File: src/sv/wdms_div.sv
// pipelined restoring divider, one quotient bit per stage, with overflow flag
`default_nettype none
module wdms_div #(
   parameter int NUM_W  = 53,
   parameter int DEN_W  = 34,
   parameter int Q_W    = 22,
   parameter int SIDE_W = 8
) (
   input  wire logic              clock,
   input  wire logic              reset,
   input  wire logic              enable,
   input  wire logic              in_valid,
   input  wire logic [NUM_W-1:0]  in_num,
   input  wire logic [DEN_W-1:0]  in_den,
   input  wire logic [SIDE_W-1:0] in_side,
   output logic                   out_valid,
   output logic [Q_W-1:0]         out_quo,
   output logic                   out_ovf,
   output logic [SIDE_W-1:0]      out_side
);
   localparam int CMPW = (NUM_W > DEN_W + Q_W) ? NUM_W : DEN_W + Q_W;
   localparam int NS   = Q_W + 2;

   logic [CMPW-1:0]   rem_ff  [NS];
   logic [DEN_W-1:0]  den_ff  [NS];
   logic [Q_W-1:0]    q_ff    [NS];
   logic              ovf_ff  [NS];
   logic [SIDE_W-1:0] side_ff [NS];
   logic [NS-1:0]     vld_ff;

   logic [CMPW-1:0]   trial   [Q_W];
   logic              ge      [Q_W];
   logic [CMPW-1:0]   rem_nx  [Q_W];
   logic [Q_W-1:0]    q_nx    [Q_W];

   always_comb begin
      for (int j = 0; j < Q_W; j++) begin
         trial[j]  = CMPW'(den_ff[j+1]) << (Q_W - 1 - j);
         ge[j]     = rem_ff[j+1] >= trial[j];
         rem_nx[j] = ge[j] ? rem_ff[j+1] - trial[j] : rem_ff[j+1];
         q_nx[j]   = {q_ff[j+1][Q_W-2:0], ge[j]};
      end
   end

   always_ff @(posedge clock) begin
      if (reset) begin
         vld_ff <= '0;
      end else if (enable) begin
         vld_ff <= {vld_ff[NS-2:0], in_valid};
      end
   end

   always_ff @(posedge clock) begin
      if (enable) begin
         rem_ff[0]  <= CMPW'(in_num);
         den_ff[0]  <= in_den;
         q_ff[0]    <= '0;
         ovf_ff[0]  <= 1'b0;
         side_ff[0] <= in_side;
         // quotient would not fit in Q_W bits
         rem_ff[1]  <= rem_ff[0];
         den_ff[1]  <= den_ff[0];
         q_ff[1]    <= '0;
         ovf_ff[1]  <= rem_ff[0] >= (CMPW'(den_ff[0]) << Q_W);
         side_ff[1] <= side_ff[0];
         for (int j = 0; j < Q_W; j++) begin
            rem_ff[j+2]  <= rem_nx[j];
            den_ff[j+2]  <= den_ff[j+1];
            q_ff[j+2]    <= q_nx[j];
            ovf_ff[j+2]  <= ovf_ff[j+1];
            side_ff[j+2] <= side_ff[j+1];
         end
      end
   end

   assign out_valid = vld_ff[NS-1];
   assign out_quo   = q_ff[NS-1];
   assign out_ovf   = ovf_ff[NS-1];
   assign out_side  = side_ff[NS-1];
endmodule
`default_nettype wire
File: config.mk
export PLATFORM = sky130hd
export DESIGN_NAME = wdms_div
export DESIGN_NICKNAME = d
export VERILOG_FILES = /design/src/sv/wdms_div.sv
export SDC_FILE = /design/constraint.sdc
export NUM_CORES = 2
export LEC_CHECK = 0
export BUFFER_PORTS_ARGS = -buffer_cell sky130_fd_sc_hd__buf_2
export CORE_MARGIN = 4
export CORE_UTILIZATION = 40
export DETAILED_ROUTE_END_ITERATION = 12
export GPL_TIMING_DRIVEN = 1
export HOLD_SLACK_MARGIN = 0.02
export MAX_ROUTING_LAYER = met4
export PLACE_DENSITY_LB_ADDON = 0.25
export SYNTH_ARGS = -nofsm -noshare
export SYNTH_HDL_FRONTEND = slang
export SYNTH_SLANG_ARGS = --single-unit
File: constraint.sdc
create_clock -name clock -period 8.5 [get_ports clock]
set_input_delay 0.85 -clock clock [delete_from_list [all_inputs] [get_ports clock]]
set_output_delay 0.85 -clock clock [all_outputs]
set_load 0.05 [all_outputs]
Word level (Yosys, flattened, before mapping)
Memories as Yosys holds them, arrays and structs flattened.
Index checks and enable logic that the tools add are counted.

storage, ports and cells
  flip-flop bits (word level) = 24
  bits in writable memories = 2904
  input bits = 99
  output and inout bits = 32
  logic and storage cells = 75
  memories kept = 5

memory list
  name     depth  bits a word  read ports  clocked after Yosys merged registers in  wr ports  line  text
  rem_ff   24     56           23          0                                        24        24    logic [CMPW-1:0] rem_ff [NS];
  den_ff   24     34           23          0                                        24        25    logic [DEN_W-1:0] den_ff [NS];
  q_ff     24     22           23          0                                        24        26    logic [Q_W-1:0] q_ff [NS];
  side_ff  24     8            24          0                                        24        28    logic [SIDE_W-1:0] side_ff [NS];
  ovf_ff   24     1            23          0                                        24        27    logic ovf_ff [NS];

cells by class
  add/subtract/negate cells = 22
  $lt $le $gt $ge = 23
  muxes and demuxes = 24

operator list
  operator          count
  $mux W56          22
  $ge A56 B34 Y1    1
  $ge A56 B35 Y1    1
  $ge A56 B36 Y1    1
  $ge A56 B37 Y1    1
  $ge A56 B38 Y1    1
  $ge A56 B39 Y1    1
  $ge A56 B40 Y1    1
  $ge A56 B41 Y1    1
  $ge A56 B42 Y1    1
  $ge A56 B43 Y1    1
  $ge A56 B44 Y1    1
  $ge A56 B45 Y1    1
  $ge A56 B46 Y1    1
  $ge A56 B47 Y1    1
  $ge A56 B48 Y1    1
  $ge A56 B49 Y1    1
  $ge A56 B50 Y1    1
  $ge A56 B51 Y1    1
  $ge A56 B52 Y1    1
  $ge A56 B53 Y1    1
  $ge A56 B54 Y1    1
  $ge A56 B55 Y1    1
  $ge A56 B56 Y1    1
  other kinds (23)  24

Depth between registers and ports, before layout
An unclocked memory read counts as a cell.

  word-level depth = 3
  depth in mapped cells = 17
  depth with buffers taken out = 15

Least setup slack after synthesis
Ideal clock, no wire load.

  kind = reg-to-reg
  from = mem rem_ff[2][6] (netlist bit)
  to = mem rem_ff[2][63] (netlist bit), data pin
  library setup time = 0.260 ns
  data arrival time = 3.334 ns
  required time = 8.240 ns
  setup slack = 4.906 ns
  cell stages (with the launch flop) = 14
  path buffers = 1
  period minus slack after synthesis = 3.594 ns
  path through = edfxtp_1 > inv_1 > ha_1 > inv_1 > fa_1 > a21oi_1 > o21ai_1 > a2111oi_2 > o31ai_4 > a2111oi_4 > o41ai_2 > a21boi_2 > clkbuf_1 > mux2_2

RTL lines
  item         line
  from (decl)  24

==> results.txt <==
The run finished with clean final reports. The length of the first detailed-routing pass in iterations is 6. The post-route minimum period is 5.00 ns.

The count of clock tree sinks is 2556. The net count of the mapped netlist came out at 12.0k. The cell type group with the largest total delay on the critical path is simple AND/OR/NAND/NOR gates. The number of instances resized during post-cts repair is 0. The type of destination of the critical path is a flop. The worst pin sits at a relative slew slack of 0.0678.

The register clock-pin slew on the reported worst setup and hold paths is 0.06 ns. Of the total synthesized cell area, the portion taken by AND, OR, NAND and NOR gates is 0.100. The worst setup skew after layout came out at 0.0488 ns. The final-report max-slew violation count came out at 0.

The cell seen most often among critical-path stages is a21oi_1. The maximum clock path buffer count came out at 4. The number of endpoints failing setup at the final stage is 0. The wire length per cell after detailed routing is 18.7 um. The slowest stage of the critical path belongs to the cell o21ai_0. Of the total synthesized cell area, the portion taken by full adders, half adders and majority gates is 0.0773.

The share of async-settable or async-resettable flops after synthesis came out at 0. The number of hold-slack violations in the final timing report is 0. In the synthesized netlist the dominant register cell turns out to be edfxtp_1. Counting distinct cell types in the post-synthesis netlist gives 119. The total routing resource utilization after global routing came out at 0.178.

The post-synthesis to final-layout area growth is 11.6%. VDD sags by at most 0.186 mV. The share of synthesized area spent on multiplexers is 0.0124. The tool flagged a number of max-cap violations equal to 0. The area of the die came out at 337000 sq um.

The detail-routed via count per cell came out at 5.30. Traced cell by cell, the critical path runs through ha_1 -> inv_1 -> fa_1 -> a211oi_1 -> o21bai_1 -> a21oi_1 -> o21ai_0 -> a21oi_1 -> nand2b_1 -> nand2_2 -> buf_4 -> nor3b_1 -> nand3_1 -> nor3_1 -> xor2_1. After the first detailed-routing iteration, the DRC count stood at 4583. The net count of the finished layout is 12.2k. Clock tree synthesis selected as its root buffer the cell clkbuf_16. The nature of the critical path startpoint is a flop. The starting utilization of the core area is 0.401.

Of the total synthesized cell area, the portion taken by XOR and XNOR cells is 0.0566. The TritonCTS clock tree is built. The data arrival time of the critical path is 5.64 ns. Measured on the finished design, the core utilization comes to 0.448. By area, the combinational part of the netlist is dominated by compound AO/OA/AOI/OAI gates. The number of CTS-inserted buffers came out at 302. The peak per-stage delay on the critical path came out at 0.76 ns. The overall power after layout came out at 48.7 mW. The tightest min-delay check is of the in -> reg type.

The post-route worst setup slack came out at 3.50 ns. The floorplan has 210 rows. The top achievable clock speed is 200 MHz. Counting every instance in the synthesized netlist gives 11.1k.

The global-route wire length before repair is 472000 um. Hold is met by 0.114 ns. The final critical-path share of the clock period is 0.589.

The placeable core region came out at 327000 sq um. The number of levels in the clock H-tree is 5. The via count of the first global-routing pass came out at 89.0k. In the routed design, unresolved DRC markers number 0.

In this run the static leakage power is 56.7 nW. OpenSTA, run right after detailed placement, puts the worst setup slack at 3.44 ns. The post-synthesis compound-gate area fraction came out at 0.133. The weighted congestion reported at the end of routability-driven placement came out at 0.964. The global-route congestion overflow total came out at 0. The total negative slack came out at 0 ns. The mapped netlist covers 131000 sq um. The detailed router placed 84.4k vias in this run. The maximum number of pins on one net before global-route repair came out at 170. The initial antenna violation count came out at 3. The clock latency on the worst-skew pair came out at 0.91 ns.

The count of flip-flops with a built-in enable after synthesis is 2532. The share of post-route cells with drive strength above 1 came out at 0.0720. The share of the Yosys chip area taken by registers is 0.583. The number of port buffers is 130.

Along the worst path, the maximum fanout reaches 61. The floorplan step set the die width to 581 um. The number of post-CTS setup repair buffers is 0.

The die outline height is 581 um. By startpoint and endpoint, the worst setup path is classified as reg -> reg. The worst endpoint required time came out at 9.14 ns. The routed wire length is 298000 um. The cts-stage hold buffer count came out at 0. At the pin with the least slew margin, the transition time is 1.39 ns. The HPWL after detailed placement is 223000 um. In this run the mean area of a mapped cell was 11.8 sq um. In this run the power density over the cells is 332 nW/um^2. In this run, synthesis produced a sequential element count of 2556. Setup repair after global routing left no endpoint under its margin. The number of buffers and inverters on the critical path is 2. 131 I/O pins were placed.

The remaining antenna violation count came out at 0. Yosys printed 0 warnings.
## flip-flops by register name, indices dropped and copies added (netlist names)
name / flops
den_ff: 782
ovf_ff: 23
q_ff: 253
rem_ff: 1282
side_ff: 192
vld_ff: 24
## logic make-up after synthesis
family | count (synthesis)
compound gates | 2812
xor+xnor | 848
fa+ha+maj | 798
buf+inv | 1295
flops | 2556
mux | 148
simple gates | 2691
## cell usage in the layout, fill, tap and decap left out, types with 169 or more instances in the layout
master | netlist | final
edfxtp_1 | 2532 | 2532
a21oi_1 | 951 | 948
nand3_1 | 169 | 169
a21o_1 | 423 | 422
nand2_1 | 825 | 823
xor2_1 | 380 | 380
o21ai_0 | 691 | 691
nor2_1 | 670 | 669
clkbuf_16 | 0 | 310
xnor2_1 | 468 | 468
ha_1 | 777 | 777
inv_1 | 987 | 987
## per-layer routing
metal	vias to the layer above	global-route usage	routed length, um
met2	1860	0.341	163000
met3	994	0.0199	8980
met5	-	-	0
met4	0	0.123	23700
met1	40100	0.162	103000
li1	41500	-	-
## final timing paths
check                  from              to  slack (ns)  cells past startpoint
max            den_ff[5][0]  rem_ff[2][330]        3.50                     15
min               in_den[4]    den_ff[0][4]        0.11                      1
max reg2reg    den_ff[5][0]  rem_ff[2][330]        3.50                     15
min reg2reg  side_ff[19][4]  side_ff[20][4]        0.39                      0
## Yosys cell counts, types with 24 or more instances
library cell / number / area [sq um]
mux2_2: 99 / 1110
or2_2: 26 / 163
dfxtp_1: 24 / 480
nand2b_1: 118 / 738
xnor2_1: 468 / 4100
nor4_1: 129 / 807
a21oi_1: 951 / 4760
ha_1: 777 / 9720
mux2i_1: 28 / 280
a31oi_1: 88 / 551
nor2_1: 670 / 2510
and2_1: 33 / 206
o31ai_1: 53 / 398
inv_1: 987 / 3700
o21bai_1: 98 / 736
buf_1: 32 / 120
nand2_1: 825 / 3100
buf_2: 31 / 155
o211ai_1: 43 / 323
or4_1: 41 / 308
and3_1: 72 / 450
nor2b_1: 102 / 638
clkbuf_1: 213 / 800
nand3_1: 169 / 846
edfxtp_1: 2532 / 76000
a211oi_1: 77 / 578
nor3_1: 150 / 751
xor2_1: 380 / 3330
o21a_1: 91 / 683
a21o_1: 423 / 3180
o21ai_0: 691 / 3460
nand4_1: 150 / 938
or3_1: 58 / 363
## power breakdown
group	switching [mW]	internal [mW]	total, mW
clock network	5.14	7.41	12.5
registers	1.43	17.3	18.8
logic	10.2	7.17	17.4
## area by class of cell
| cell class | instances | area, sq um |
|---|---|---|
| clock buffers | 370 | 7980 |
| well taps | 4346 | 5440 |
| fillers | 29200 | 181000 |
| flip-flops and latches | 2556 | 76500 |
| clock inverters | 166 | 1550 |
| diodes | 1 | 2.50 |
| inverters | 991 | 3720 |
| repair buffers | 193 | 1350 |
| multi-input cells | 7297 | 50000 |
## metrics by stage
step	cell area, sq um	std cells
finish	147000	15900
detailed placement	137000	15400
global route	147000	15900
floorplan	131000	11100
CTS	147000	15900
global placement	137000	15400
Note: power is estimated with default switching activity, not from simulation.
